**src/rtl/lpw_pkg.sv**
```systemverilog
`timescale 1ns / 1ps
// ============================================================================
// lpw_pkg
// Types, register indexes and lookup tables shared by the pixel bus writer.
// ============================================================================
package lpw_pkg;

    localparam int CFG_INDEX_W = 3;
    localparam int CFG_DATA_W  = 24;
    localparam int QUEUE_DEPTH = 4;
    localparam int QUEUE_PTR_W = $clog2(QUEUE_DEPTH);
    localparam int QUEUE_CNT_W = $clog2(QUEUE_DEPTH + 1);

    localparam logic [7:0] SKIP_OPCODE = 8'hFF;
    localparam logic [3:0] PACKED_WORDS = 4'd10;
    localparam logic [3:0] BYTE_WORDS   = 4'd6;

    typedef enum logic [2:0] {
        REG_BUS_16BIT,
        REG_PIXEL_18BIT,
        REG_BYTE_COORD,
        REG_ALL_COMMAND,
        REG_ROTATION,
        REG_COLUMN_OFFSET,
        REG_ROW_OFFSET,
        REG_WINDOW_OPCODES
    } cfg_reg_t;

    typedef enum logic {
        CMD_WINDOW = 1'b0,
        CMD_PIXEL  = 1'b1
    } cmd_t;

    typedef enum logic [2:0] {
        JOB_PACKED,
        JOB_BYTE,
        JOB_PIX16,
        JOB_PIX8,
        JOB_PIX18
    } job_mode_t;

    typedef struct packed {
        logic        bus_is_16bit;
        logic        pixel_is_18bit;
        logic        byte_coordinate_mode;
        logic        all_command_mode;
        logic [1:0]  rotation;
        logic [15:0] column_offset;
        logic [15:0] row_offset;
        logic [23:0] window_opcodes;
    } cfg_t;

    typedef struct packed {
        job_mode_t   mode;
        logic        kind;
        logic [3:0]  nwords;
        logic [7:0]  col_op;
        logic [7:0]  row_op;
        logic [7:0]  ram_op;
        logic [15:0] v0;
        logic [15:0] v1;
        logic [15:0] v2;
        logic [15:0] v3;
    } job_t;

    typedef struct packed {
        logic full;
        logic empty;
    } queue_status_t;

    typedef logic [7:0] lut32_t [32];
    typedef logic [7:0] lut64_t [64];

    function automatic lut32_t build_lut5();
        lut32_t lut;
        for (int i = 0; i < 32; i++) begin
            lut[i] = 8'((i * 255) / 31);
        end
        return lut;
    endfunction

    function automatic lut64_t build_lut6();
        lut64_t lut;
        for (int i = 0; i < 64; i++) begin
            lut[i] = 8'((i * 255) / 63);
        end
        return lut;
    endfunction

    localparam lut32_t EXPAND5 = build_lut5();
    localparam lut64_t EXPAND6 = build_lut6();

endpackage

```
**src/rtl/lpw_front.sv**
```systemverilog
`timescale 1ns / 1ps
// ============================================================================
// lpw_front
// Accepts drawing requests, computes window coordinates or pixel bus words, and
// pushes one job description into the queue.
// ============================================================================
module lpw_front
    import lpw_pkg::*;
(
    input  logic        start,
    input  logic        busy,
    input  logic        cmd,
    input  logic [15:0] start_x,
    input  logic [15:0] start_y,
    input  logic [15:0] width,
    input  logic [15:0] height,
    input  logic [15:0] color,
    input  cfg_t        cfg,
    output logic        push,
    output job_t        job
);

    logic [15:0] x;
    logic [15:0] y;
    logic [15:0] x2;
    logic [15:0] y2;
    logic        swap;
    logic        ram_send;
    logic [3:0]  win_words;

    assign push = start && !busy;

    always_comb
    begin
        x        = start_x + cfg.column_offset;
        y        = start_y + cfg.row_offset;
        x2       = x + width - 16'd1;
        y2       = y + height - 16'd1;
        swap     = cfg.byte_coordinate_mode && cfg.rotation[0];
        ram_send = (cfg.window_opcodes[23:16] != SKIP_OPCODE);
        win_words = (cfg.byte_coordinate_mode ? BYTE_WORDS : PACKED_WORDS)
                    + {3'd0, ram_send};

        job        = '0;
        job.col_op = cfg.window_opcodes[7:0];
        job.row_op = cfg.window_opcodes[15:8];
        job.ram_op = cfg.window_opcodes[23:16];
        job.kind   = !cfg.all_command_mode;

        if (cmd_t'(cmd) == CMD_WINDOW)
        begin
            job.mode   = cfg.byte_coordinate_mode ? JOB_BYTE : JOB_PACKED;
            job.nwords = win_words;
            job.v0     = swap ? y : x;
            job.v1     = swap ? y2 : x2;
            job.v2     = swap ? x : y;
            job.v3     = swap ? x2 : y2;
        end
        else if (cfg.pixel_is_18bit)
        begin
            job.mode   = JOB_PIX18;
            job.nwords = 4'd3;
            job.v0     = {8'h00, EXPAND5[color[15:11]]};
            job.v1     = {8'h00, EXPAND6[color[10:5]]};
            job.v2     = {8'h00, EXPAND5[color[4:0]]};
        end
        else if (cfg.bus_is_16bit)
        begin
            job.mode   = JOB_PIX16;
            job.nwords = 4'd1;
            job.v0     = color;
        end
        else
        begin
            job.mode   = JOB_PIX8;
            job.nwords = 4'd2;
            job.v0     = {8'h00, color[15:8]};
            job.v1     = {8'h00, color[7:0]};
        end
    end

endmodule

```
**src/rtl/lpw_queue.sv**
```systemverilog
`timescale 1ns / 1ps
// ============================================================================
// lpw_queue
// Short first-in first-out queue of job descriptions between the front and
// the bus sequencer.
// ============================================================================
module lpw_queue
    import lpw_pkg::*;
(
    input  logic          clk,
    input  logic          rst_n,
    input  logic          push,
    input  job_t          push_job,
    input  logic          pop,
    output job_t          head_job,
    output queue_status_t status
);

    job_t                   entry_reg [QUEUE_DEPTH];
    logic [QUEUE_PTR_W-1:0] wr_ptr_reg;
    logic [QUEUE_PTR_W-1:0] wr_ptr_next;
    logic [QUEUE_PTR_W-1:0] rd_ptr_reg;
    logic [QUEUE_PTR_W-1:0] rd_ptr_next;
    logic [QUEUE_CNT_W-1:0] count_reg;
    logic [QUEUE_CNT_W-1:0] count_next;

    always_comb
    begin
        wr_ptr_next = push ? wr_ptr_reg + 1'b1 : wr_ptr_reg;
        rd_ptr_next = pop ? rd_ptr_reg + 1'b1 : rd_ptr_reg;
        count_next  = count_reg;
        if (push && !pop)
        begin
            count_next = count_reg + 1'b1;
        end
        else if (pop && !push)
        begin
            count_next = count_reg - 1'b1;
        end
        head_job     = entry_reg[rd_ptr_reg];
        status.full  = (count_reg == QUEUE_CNT_W'(QUEUE_DEPTH));
        status.empty = (count_reg == '0);
    end

    always_ff @(posedge clk or negedge rst_n)
    begin
        if (!rst_n)
        begin
            wr_ptr_reg <= '0;
            rd_ptr_reg <= '0;
            count_reg  <= '0;
        end
        else
        begin
            wr_ptr_reg <= wr_ptr_next;
            rd_ptr_reg <= rd_ptr_next;
            count_reg  <= count_next;
        end
    end

    always_ff @(posedge clk)
    begin
        if (push)
        begin
            entry_reg[wr_ptr_reg] <= push_job;
        end
    end

endmodule

```
**src/rtl/lpw_back.sv**
```systemverilog
`timescale 1ns / 1ps
// ============================================================================
// lpw_back
// Bus sequencer: takes jobs from the queue and sends their bus words, one
// word per clock, through a registered output.
// ============================================================================
module lpw_back
    import lpw_pkg::*;
(
    input  logic          clk,
    input  logic          rst_n,
    input  job_t          head_job,
    input  queue_status_t status,
    input  logic          bus_is_16bit,
    output logic          pop,
    output logic          strobe,
    output logic          is_data,
    output logic [15:0]   bus_value,
    output logic          wide_cycle,
    output logic          last
);

    job_t        job_reg;
    job_t        job_next;
    logic        active_reg;
    logic        active_next;
    logic [3:0]  idx_reg;
    logic [3:0]  idx_next;
    logic        strobe_reg;
    logic        strobe_next;
    logic        is_data_reg;
    logic        is_data_next;
    logic [15:0] bus_value_reg;
    logic [15:0] bus_value_next;
    logic        wide_cycle_reg;
    logic        wide_cycle_next;
    logic        last_reg;
    logic        last_next;
    logic        last_word;

    always_comb
    begin
        last_word = active_reg && (idx_reg == job_reg.nwords - 4'd1);
        pop       = !status.empty && (!active_reg || last_word);

        active_next = pop || (active_reg && !last_word);
        job_next    = pop ? head_job : job_reg;
        if (pop)
        begin
            idx_next = '0;
        end
        else if (active_reg)
        begin
            idx_next = idx_reg + 4'd1;
        end
        else
        begin
            idx_next = idx_reg;
        end

        strobe_next     = active_reg;
        last_next       = last_word;
        wide_cycle_next = bus_is_16bit;
        is_data_next    = 1'b1;
        bus_value_next  = '0;

        unique case (job_reg.mode)
            JOB_PACKED:
            begin
                case (idx_reg)
                    4'd0:
                    begin
                        is_data_next   = 1'b0;
                        bus_value_next = {8'h00, job_reg.col_op};
                    end
                    4'd1: bus_value_next = {8'h00, job_reg.v0[15:8]};
                    4'd2: bus_value_next = {8'h00, job_reg.v0[7:0]};
                    4'd3: bus_value_next = {8'h00, job_reg.v1[15:8]};
                    4'd4: bus_value_next = {8'h00, job_reg.v1[7:0]};
                    4'd5:
                    begin
                        is_data_next   = 1'b0;
                        bus_value_next = {8'h00, job_reg.row_op};
                    end
                    4'd6: bus_value_next = {8'h00, job_reg.v2[15:8]};
                    4'd7: bus_value_next = {8'h00, job_reg.v2[7:0]};
                    4'd8: bus_value_next = {8'h00, job_reg.v3[15:8]};
                    4'd9: bus_value_next = {8'h00, job_reg.v3[7:0]};
                    default:
                    begin
                        is_data_next   = 1'b0;
                        bus_value_next = {8'h00, job_reg.ram_op};
                    end
                endcase
            end
            JOB_BYTE:
            begin
                is_data_next = job_reg.kind;
                case (idx_reg)
                    4'd0:
                    begin
                        is_data_next   = 1'b0;
                        bus_value_next = {8'h00, job_reg.col_op};
                    end
                    4'd1: bus_value_next = {8'h00, job_reg.v0[7:0]};
                    4'd2: bus_value_next = {8'h00, job_reg.v1[7:0]};
                    4'd3:
                    begin
                        is_data_next   = 1'b0;
                        bus_value_next = {8'h00, job_reg.row_op};
                    end
                    4'd4: bus_value_next = {8'h00, job_reg.v2[7:0]};
                    4'd5: bus_value_next = {8'h00, job_reg.v3[7:0]};
                    default:
                    begin
                        is_data_next   = 1'b0;
                        bus_value_next = {8'h00, job_reg.ram_op};
                    end
                endcase
            end
            JOB_PIX16, JOB_PIX8, JOB_PIX18:
            begin
                case (idx_reg)
                    4'd0:    bus_value_next = job_reg.v0;
                    4'd1:    bus_value_next = job_reg.v1;
                    default: bus_value_next = job_reg.v2;
                endcase
            end
            default:
            begin
                bus_value_next = '0;
            end
        endcase
    end

    always_ff @(posedge clk or negedge rst_n)
    begin
        if (!rst_n)
        begin
            active_reg <= 1'b0;
            idx_reg    <= '0;
            strobe_reg <= 1'b0;
        end
        else
        begin
            active_reg <= active_next;
            idx_reg    <= idx_next;
            strobe_reg <= strobe_next;
        end
    end

    always_ff @(posedge clk)
    begin
        job_reg        <= job_next;
        is_data_reg    <= is_data_next;
        bus_value_reg  <= bus_value_next;
        wide_cycle_reg <= wide_cycle_next;
        last_reg       <= last_next;
    end

    assign strobe     = strobe_reg;
    assign is_data    = is_data_reg;
    assign bus_value  = bus_value_reg;
    assign wide_cycle = wide_cycle_reg;
    assign last       = last_reg;

endmodule

```
**src/rtl/lcd_window_and_pixel_bus_writer_top.sv**
```systemverilog
`timescale 1ns / 1ps
// ============================================================================
// lcd_window_and_pixel_bus_writer_top
// Turns window and pixel requests into command and data cycles for an
// 8080-style parallel LCD bus.
// ============================================================================
// A request is taken when start is high and busy is low; busy rises only
// while the four-entry job queue is full. With the sequencer idle, a taken
// request passes through the queue entry, the sequencer's job register and
// the registered output before its first bus word is driven. The sequencer
// then sends one bus word per clock, marked by strobe for a single cycle,
// with last on the final word of each request. A window request sends six
// to eleven bus words and a pixel one to three, so the sustained rate is
// set by the one-word-per-clock bus sequencer. The receiver cannot stall the
// output: every strobed word must be taken in its cycle. The user must write
// configuration registers through cfg_write, cfg_index and cfg_data only
// while no request is in flight; the block itself does not enforce this.
module lcd_window_and_pixel_bus_writer_top
    import lpw_pkg::*;
(
    input  logic                   clk,
    input  logic                   rst_n,
    input  logic                   cfg_write,
    input  logic [CFG_INDEX_W-1:0] cfg_index,
    input  logic [CFG_DATA_W-1:0]  cfg_data,
    input  logic                   start,
    output logic                   busy,
    input  logic                   cmd,
    input  logic [15:0]            start_x,
    input  logic [15:0]            start_y,
    input  logic [15:0]            width,
    input  logic [15:0]            height,
    input  logic [15:0]            color,
    output logic                   strobe,
    output logic                   is_data,
    output logic [15:0]            bus_value,
    output logic                   wide_cycle,
    output logic                   last
);

    cfg_t          cfg_reg;
    cfg_t          cfg_next;
    logic          push;
    job_t          push_job;
    job_t          head_job;
    logic          pop;
    queue_status_t status;

    always_comb
    begin
        cfg_next = cfg_reg;
        if (cfg_write)
        begin
            unique case (cfg_reg_t'(cfg_index))
                REG_BUS_16BIT:      cfg_next.bus_is_16bit         = cfg_data[0];
                REG_PIXEL_18BIT:    cfg_next.pixel_is_18bit       = cfg_data[0];
                REG_BYTE_COORD:     cfg_next.byte_coordinate_mode = cfg_data[0];
                REG_ALL_COMMAND:    cfg_next.all_command_mode     = cfg_data[0];
                REG_ROTATION:       cfg_next.rotation             = cfg_data[1:0];
                REG_COLUMN_OFFSET:  cfg_next.column_offset        = cfg_data[15:0];
                REG_ROW_OFFSET:     cfg_next.row_offset           = cfg_data[15:0];
                REG_WINDOW_OPCODES: cfg_next.window_opcodes       = cfg_data[23:0];
                default:            cfg_next = cfg_reg;
            endcase
        end
    end

    always_ff @(posedge clk or negedge rst_n)
    begin
        if (!rst_n)
        begin
            cfg_reg <= '{bus_is_16bit:         1'b0,
                         pixel_is_18bit:       1'b0,
                         byte_coordinate_mode: 1'b0,
                         all_command_mode:     1'b0,
                         rotation:             2'd0,
                         column_offset:        16'h0000,
                         row_offset:           16'h0000,
                         window_opcodes:       24'hFFFFFF};
        end
        else
        begin
            cfg_reg <= cfg_next;
        end
    end

    assign busy = status.full;

    lpw_front u_front (
        .start   (start),
        .busy    (busy),
        .cmd     (cmd),
        .start_x (start_x),
        .start_y (start_y),
        .width   (width),
        .height  (height),
        .color   (color),
        .cfg     (cfg_reg),
        .push    (push),
        .job     (push_job)
    );

    lpw_queue u_queue (
        .clk      (clk),
        .rst_n    (rst_n),
        .push     (push),
        .push_job (push_job),
        .pop      (pop),
        .head_job (head_job),
        .status   (status)
    );

    lpw_back u_back (
        .clk          (clk),
        .rst_n        (rst_n),
        .head_job     (head_job),
        .status       (status),
        .bus_is_16bit (cfg_reg.bus_is_16bit),
        .pop          (pop),
        .strobe       (strobe),
        .is_data      (is_data),
        .bus_value    (bus_value),
        .wide_cycle   (wide_cycle),
        .last         (last)
    );

endmodule
```
**config.mk**
```make
export PLATFORM = sky130hd
export DESIGN_NAME = lcd_window_and_pixel_bus_writer_top
export DESIGN_NICKNAME = d
export VERILOG_FILES = /design/src/rtl/lpw_pkg.sv /design/src/rtl/lpw_front.sv /design/src/rtl/lpw_queue.sv /design/src/rtl/lpw_back.sv /design/src/rtl/lcd_window_and_pixel_bus_writer_top.sv
export SDC_FILE = /design/constraint.sdc
export NUM_CORES = 1
export LEC_CHECK = 0
export BUFFER_PORTS_ARGS = -buffer_cell sky130_fd_sc_hd__buf_4
export CAP_MARGIN = 15
export CORE_MARGIN = 1.5
export CORE_UTILIZATION = 62
export CTS_CLUSTER_SIZE = 40
export DETAILED_ROUTE_END_ITERATION = 12
export GPL_TIMING_DRIVEN = 0
export PLACE_DENSITY = 0.87
export RECOVER_POWER = 25
export SLEW_MARGIN = 10
export SYNTH_ARGS = -nofsm -noshare
export SYNTH_HDL_FRONTEND = slang
export SYNTH_SLANG_ARGS = --single-unit
```
**constraint.sdc**
```tcl
create_clock -name clk -period 8.8 [get_ports clk]
set_clock_uncertainty 0.05 [all_clocks]
set_input_delay 0.88 -clock clk [delete_from_list [all_inputs] [get_ports clk]]
set_output_delay 0.88 -clock clk [all_outputs]
set_load 0.02 [all_outputs]
```
==> flow_metrics.tcl, run 1 <==
set metrics [dict create \
    drc 0 \
    clk_latency_ns 0.63 \
    row_count 75 \
    wl_per_cell_um 30.1 \
    synthArstFlopShare_pct 12.9 \
    yosysUniqueCellTypes 75 \
    power_mw 11.6 \
    grt_pass1_wl_um 114000 \
    rrSetupSlack_ns 2.66 \
    ys.flop_type "edfxtp_1" \
    cellPowerDensity_nw_per_um2 387 \
    vdd_drop_max_mv 0.259 \
    largest_reg_flops 384 \
    antenna_found_initial 3 \
    port_buffers 130 \
    cts_resized 0 \
    firstDrtPassIters 7 \
    hold_end "u_back.wide_cycle" \
    n_antenna_cell 0 \
    postRouteAntennaNets 0 \
    postCtsSetupRepairBufs 0 \
    slowest_stage "a211oi_1" \
    clock-root-buffer "clkbuf_16" \
    rr_worst_depth 17 \
    cts_tree "done" \
    grt_max_degree 75 \
    fmax_ghz 0.163 \
    viasPerCell 6.77 \
    die_x_um 209 \
    p_leak_nw 10.9 \
    worstHoldPathType "flop to flop" \
    seq_area_frac_synth_pct 63.1 \
    clk_pin_slew_ns 0.06 \
    ys_seq_elements 573 \
    start_kind "flop" \
    post-route-util_pct 71.5 \
    start_util_pct 62.9 \
    setup_viol 0 \
    synth_edf_count 480 \
    critPathKind "flop to flop" \
    cp_cell_sequence "ha_1 -> fa_1 -> a211oi_1 -> o21ai_0 -> a41o_2 -> a21oi_1 -> a21oi_1 -> xnor2_1 -> xor2_1 -> ha_1 -> and3_1 -> o2111ai_1 -> o21ai_1 -> mux2i_1 -> and4_2 -> nor3_1 -> a211oi_1" \
    yosys_warnings 0 \
    drt_wl_total_um 78100 \
    design_area_um2 30100 \
    dieHeight_um 209 \
    avgSynthCellArea_um2 14.6 \
    overflow 0 \
    arrival_ns 6.35 \
    drtIter0Drc 2450 \
    tightest_slew_ns 4.33 \
    hp-start "cfg_reg[61]" \
    endpoint_kind "flop" \
    period_share_pct 69.8 \
    hold_buffers 0 \
    crit_fanout 5 \
    die-area_um2 43900 \
    htree_levels 2 \
    syn_area_um2 26400 \
    status "finished with violations" \
    via_count 17600 \
    hold_viol_final 0 \
    clkSinkCount 573 \
    slew_viol_final 144 \
    worst_r2r_startpoint "cfg_reg[40]" \
    coreArea_um2 42000 \
    required_ns 9.01 \
    syn-num-nets 2014 \
    grt_pass1_vias 17300 \
    violations "max-capacitance violations, max-slew violations" \
    dpl_cell_area_um2 28400 \
    slowest_delay_ns 0.96 \
    holdPathStages 0 \
    areaGrowthSynthToFinish_pct 13.8 \
    grt_setup_unrepaired "no" \
    synthCells 1811 \
    maxSlewHeadroom_pct -189 \
    track_usage_pct 36.4 \
    fin_crit_ns 6.14 \
    dp_hpwl_um 54500 \
    r2r-end "u_queue.entry_reg[0][15]" \
    clock_path_buffers 3 \
    nets 2213 \
    drv_cap 4 \
    numCtsBuffers 55 \
    final_layout_size_suffix_gt1_share_pct 19.0 \
    ios 133 \
    place.gp.congestion 0.983 \
]
[critical path: cells and delay by family, from the launching register on]
kind / cells / cell delay, ns
AOI/OAI and AO/OA: 8 / 2.44
xor gates and xnor gates: 2 / 0.84
adders and majority gates: 3 / 1.05
DFF: 1 / 0.38
muxes: 1 / 0.46
and+or+nand+nor: 3 / 0.54
[layout by cell type (no fill, tap or decap), types with 19 or more instances in the layout]
master	instances
edfxtp_1	480
nand2_1	116
buf_4	111
a21oi_1	105
mux4_2	96
clkbuf_1	95
inv_1	91
ha_1	86
nor2_1	83
o21ai_0	75
mux2_2	66
clkbuf_16	55
dfrtp_1	50
xnor2_1	45
xor2_1	32
a22oi_1	29
dfstp_1	24
nor3_1	22
a31oi_1	21
a211oi_1	20
a21o_1	19
a221oi_1	19
dfxtp_1	19
[cell type report]
| class | count | area, um2 |
|---|---|---|
| flip-flops and latches | 573 | 16700 |
| fillers | 2655 | 12000 |
| multi-input cells | 1068 | 9130 |
| clock buffers | 68 | 1440 |
| repair buffers | 142 | 1170 |
| well taps | 539 | 674 |
| inverters | 92 | 345 |
| clock inverters | 35 | 324 |
| plain buffers | 78 | 305 |
[layer usage]
metal  track usage [%]  up-vias  routed length [um]
li1                  -     7417                   -
met1              48.5     8584               28800
met2              59.1     1297               37300
met3              7.00      264                7980
met4              15.6        4                4050
met5                 0        -                  24
[cell usage after synthesis, types with 11 or more instances]
| library cell | n | area share (%) |
|---|---|---|
| and2_1 | 13 | 0.31 |
| mux2_2 | 68 | 2.9 |
| inv_1 | 91 | 1.3 |
| mux2i_1 | 17 | 0.64 |
| a31oi_1 | 21 | 0.50 |
| o21a_1 | 11 | 0.31 |
| xor2_1 | 32 | 1.1 |
| nand2b_1 | 18 | 0.43 |
| ha_1 | 86 | 4.1 |
| nor3_1 | 23 | 0.44 |
| nand3_1 | 15 | 0.28 |
| dfstp_2 | 24 | 2.4 |
| xnor2_1 | 45 | 1.5 |
| dfrtp_1 | 50 | 4.7 |
| a22o_1 | 16 | 0.53 |
| a21oi_1 | 106 | 2.0 |
| a211oi_1 | 20 | 0.57 |
| a221oi_1 | 19 | 0.63 |
| nor2b_1 | 11 | 0.26 |
| nand2_1 | 116 | 1.6 |
| nor2_1 | 83 | 1.2 |
| o21ai_0 | 75 | 1.4 |
| a21o_1 | 19 | 0.54 |
| edfxtp_1 | 480 | 55 |
| dfxtp_1 | 19 | 1.4 |
| and3_1 | 12 | 0.28 |
| mux4_2 | 96 | 8.2 |
| clkbuf_1 | 61 | 0.87 |
| a22oi_1 | 29 | 0.82 |
[worst max path at each step]
stage / from / endpoint / slack (ns) / depth (start not counted)
floorplan: u_back.idx_reg[3] / u_queue.count_reg[1] / 1.31 / 10
global route: cfg_reg[40] / u_queue.entry_reg[2][15] / 2.52 / 17
finish: cfg_reg[40] / u_queue.entry_reg[0][15] / 2.66 / 17
detailed placement: start_x[0] / u_queue.entry_reg[1][15] / 2.21 / 18
global placement: u_back.idx_reg[3] / u_queue.count_reg[1] / -1.34 / 10
CTS: cfg_reg[40] / u_queue.entry_reg[0][15] / 2.84 / 17
[cells by family (layout without fill, tap and decap cells)]
group / count (synthesis) / count (layout) / synth area share (%)
DFF: 573 / 573 / 63.1
AOI/OAI and AO/OA: 392 / 392 / 9.85
and+or+nand+nor: 326 / 326 / 5.79
muxes: 181 / 181 / 11.7
buffers and inverters: 170 / 415 / 2.47
adders and majority gates: 91 / 91 / 4.45
xor gates and xnor gates: 78 / 78 / 2.64
[per-stage QoR]
stage	cells	worst slack [ns]	hold WS, ns	TNS, ns
floorplan	1811	1.31	0.295	0
global placement	2480	-1.34	0.307	-52.55
detailed placement	2492	2.21	0.313	0
CTS	2595	2.84	0.364	0
global route	2595	2.52	0.376	0
finish	2595	2.66	0.368	0
[power by group]
part,internal (mW),switching [mW]
Sequential,4.09,0.426
Combinational,1.75,3.01
Clock,1.29,1.06
(Power assumes the default switching activity.)
==> run 2, diff against run 1 <==
Settings changed: ABC_AREA set to 1, CORE_UTILIZATION 62 to 56, PLACE_DENSITY 0.87 to 0.83.
Clock period 8.8 ns to 5.51 ns, I/O delays scaled along.
==> run 2 against run 1 <==
Effect of this change: cell area up 3.1%; critical endpoint is now u_queue.entry_reg[2][15]; flip-flop and latch count unchanged; global-route usage down 2.2 points; non-clock buffer count up 37; area after synthesis up 2.1%; the flow still finishes with violations (max-capacitance violations, max-slew violations); first-iteration DRC count up 27%; worst hold slack worse by 0.27 ns; critical path depth up 2.
==> flow_metrics.tcl, run 2 <==
set metrics [dict create \
    coreArea_um2 47600 \
    switching_share_pct 40.8 \
    largest_reg_flops 384 \
    endpoint_kind "flop" \
    multiInputGateArea_um2 8930 \
    yosys_warnings 0 \
    synthArstFlopShare_pct 12.9 \
    preCtsSetupSlack_ns 0.487 \
    synthTopCellsByArea "edfxtp_1 53%, o21ai_0 6.1%, nand2_1 5.0%, nor2_1 4.8%, dfrtp_1 4.6%" \
    clock-root-buffer "clkbuf_16" \
    grt_max_degree 75 \
    dieHeight_um 223 \
    start_kind "flop" \
    syn-num-nets 2806 \
    via_count 21400 \
    required_ns 5.75 \
    htree_levels 2 \
    synth_top_area_share_pct 53.4 \
    worstHoldPathType "primary input to flop" \
    drtIter0Drc 3101 \
    yosys.area.top_type "edfxtp_1" \
    ys_seq_elements 573 \
    die_x_um 223 \
    avgSynthCellArea_um2 10.4 \
    rr_worst_depth 19 \
    layout_commonest_cell "edfxtp_1" \
    critPathKind "flop to flop" \
    slew_viol_final 75 \
    arrival_ns 5.28 \
    postRouteAntennaNets 0 \
    wl_per_cell_um 24.7 \
    setup_viol 0 \
    grt_pass1_vias 20600 \
    pwr-share-comb_pct 40.8 \
    layout_setup_ws_ns 0.474 \
    switchingPower_mw 7.42 \
    firstDrtPassIters 5 \
    crit_fanout 5 \
    clk_latency_ns 0.62 \
    maxSlewHeadroom_pct -175 \
    viasPerCell 6.16 \
    status "finished with violations" \
    internal_power_mw 10.8 \
    overflow 0 \
    synth_edf_count 480 \
    rrSetupSlack_ns 0.47 \
    start_util_pct 56.7 \
    nFillCells 3535 \
    cellPowerDensity_nw_per_um2 587 \
    clkSinkCount 573 \
    netlist_top_cells_count "480 x edfxtp_1, 359 x nand2_1, 342 x nor2_1" \
    r2r-end "u_queue.entry_reg[2][15]" \
    nets 3011 \
    drt_wl_total_um 85800 \
    grt_setup_unrepaired "no" \
    hold_buffers 0 \
    synthCells 2603 \
    tightest_slew_ns 4.13 \
    cts_resized 0 \
    hold_end "cfg_reg[20]" \
    n_antenna_cell 0 \
    p_leak_nw 12.1 \
    drv_cap 1 \
    post-route-util_pct 65.0 \
    post-synth-top-count-cell "edfxtp_1" \
    port_buffers 132 \
    clk_pin_slew_ns 0.07 \
    cp_cell_sequence "ha_1 -> fa_1 -> nand4_1 -> o211ai_2 -> nand2_1 -> nand2_1 -> xor2_1 -> or2_2 -> nand2_1 -> ha_1 -> a21oi_1 -> nor2_1 -> nor2_1 -> nand3_1 -> a21oi_1 -> nand3_1 -> nand2_1 -> nor2_1 -> nor2_1" \
    syn_area_um2 27000 \
    slowest_stage "nor2_1" \
    slowest_delay_ns 0.69 \
    holdPathStages 3 \
    pwr-share-clk_pct 21.8 \
    violations "max-capacitance violations, max-slew violations" \
    seqCellArea_um2 16700 \
    row_count 80 \
    grt_pass1_wl_um 125000 \
    numCtsBuffers 54 \
    final_layout_size_suffix_gt1_share_pct 9.39 \
    seq_area_frac_synth_pct 61.8 \
    yosysUniqueCellTypes 57 \
    cts_tree "done" \
    dp_hpwl_um 62800 \
    postCtsSetupRepairBufs 0 \
    antenna_found_initial 2 \
    fin_crit_ns 5.04 \
    p_seq_share_pct 37.4 \
    drc 0 \
    clock_path_buffers 3 \
    hp-start "cfg_data[20]" \
    vdd_drop_max_mv 0.333 \
    fmax_ghz 0.199 \
    ys.flop_type "edfxtp_1" \
    hold_viol_final 0 \
    worst_r2r_startpoint "cfg_reg[24]" \
    period_share_pct 91.4 \
    areaGrowthSynthToFinish_pct 14.8 \
    die-area_um2 49500 \
    layout_common_cells "480 x edfxtp_1, 359 x nand2_1, 340 x nor2_1" \
    place.gp.congestion 0.975 \
    ios 133 \
    track_usage_pct 34.2 \
]
run 2: metal layers:
metal / share of wire, % / GRT usage, % / wire length, um / vias up
li1: - / - / - / 9552
met1: 38 / 45.9 / 32400 / 10200
met2: 48 / 56.5 / 41200 / 1407
met3: 10 / 5.30 / 8830 / 195
met4: 3.9 / 12.9 / 3330 / 2
met5: 0.015 / 0 / 13 / -
run 2: final cells by class:
cell class / instances / area share, %
inverters: 255 / 3.10
clock inverters: 27 / 1.09
multi-input cells: 1667 / 28.8
clock buffers: 74 / 5.11
plain buffers: 108 / 1.42
repair buffers: 149 / 4.14
flip-flops and latches: 573 / 53.8
well taps: 615 / 2.48
run 2: cells by family (layout without fill, tap and decap cells):
logic type | after synthesis | after routing | share of synthesized area, %
AO/OA/AOI/OAI | 667 | 667 | 13.9
XOR/XNOR | 52 | 52 | 1.69
adder cells (fa/ha/maj) | 91 | 91 | 4.36
buffers and inverters | 363 | 613 | 5.18
flip-flops | 573 | 573 | 61.8
multiplexers | 2 | 2 | 0.0834
AND/OR/NAND/NOR | 855 | 855 | 13.0
run 2: through the flow:
step | total power, mW | instance area [um2] | cells | hold WS (ns) | setup TNS, ns
floorplan | 11.2 | 27000 | 2603 | 0.205 | 0
global placement | 13.8 | 28800 | 3350 | 0.363 | -1112.78
detailed placement | 14.1 | 29200 | 3367 | 0.372 | 0
CTS | 18.0 | 31100 | 3468 | 0.0456 | 0
global route | 18.9 | 31000 | 3468 | 0.0932 | 0
finish | 18.2 | 31000 | 3468 | 0.0977 | 0
run 2: power by group through the flow:
stage / registers (mW) / clock network, mW / logic (mW)
final: 6.81 / 3.97 / 7.42
after global routing: 6.86 / 4.13 / 7.94
after CTS: 6.81 / 3.96 / 7.26
after detailed placement: 6.88 / 0 / 7.18
after global placement: 7.02 / 0 / 6.76
after floorplan: 6.83 / 0 / 4.39
run 2: how the worst max path moves through the flow:
stage	from	endpoint	cells past startpoint
final	cfg_reg[24]	u_queue.entry_reg[2][15]	19
after global routing	cfg_reg[26]	u_queue.entry_reg[2][15]	18
after CTS	cfg_reg[26]	u_queue.entry_reg[2][15]	18
after detailed placement	start_y[0]	u_queue.entry_reg[2][15]	20
after global placement	start	u_queue.entry_reg[3][11]	3
after floorplan	start	u_queue.entry_reg[0][0]	2
run 2: critical path: cells and delay by family, from the launching register on:
family                   cells  cell delay, ns
XOR/XNOR                     1            0.64
AO/OA/AOI/OAI                3            0.64
adder cells (fa/ha/maj)      3            1.02
AND/OR/NAND/NOR             12            1.93
flip-flops                   1            0.44
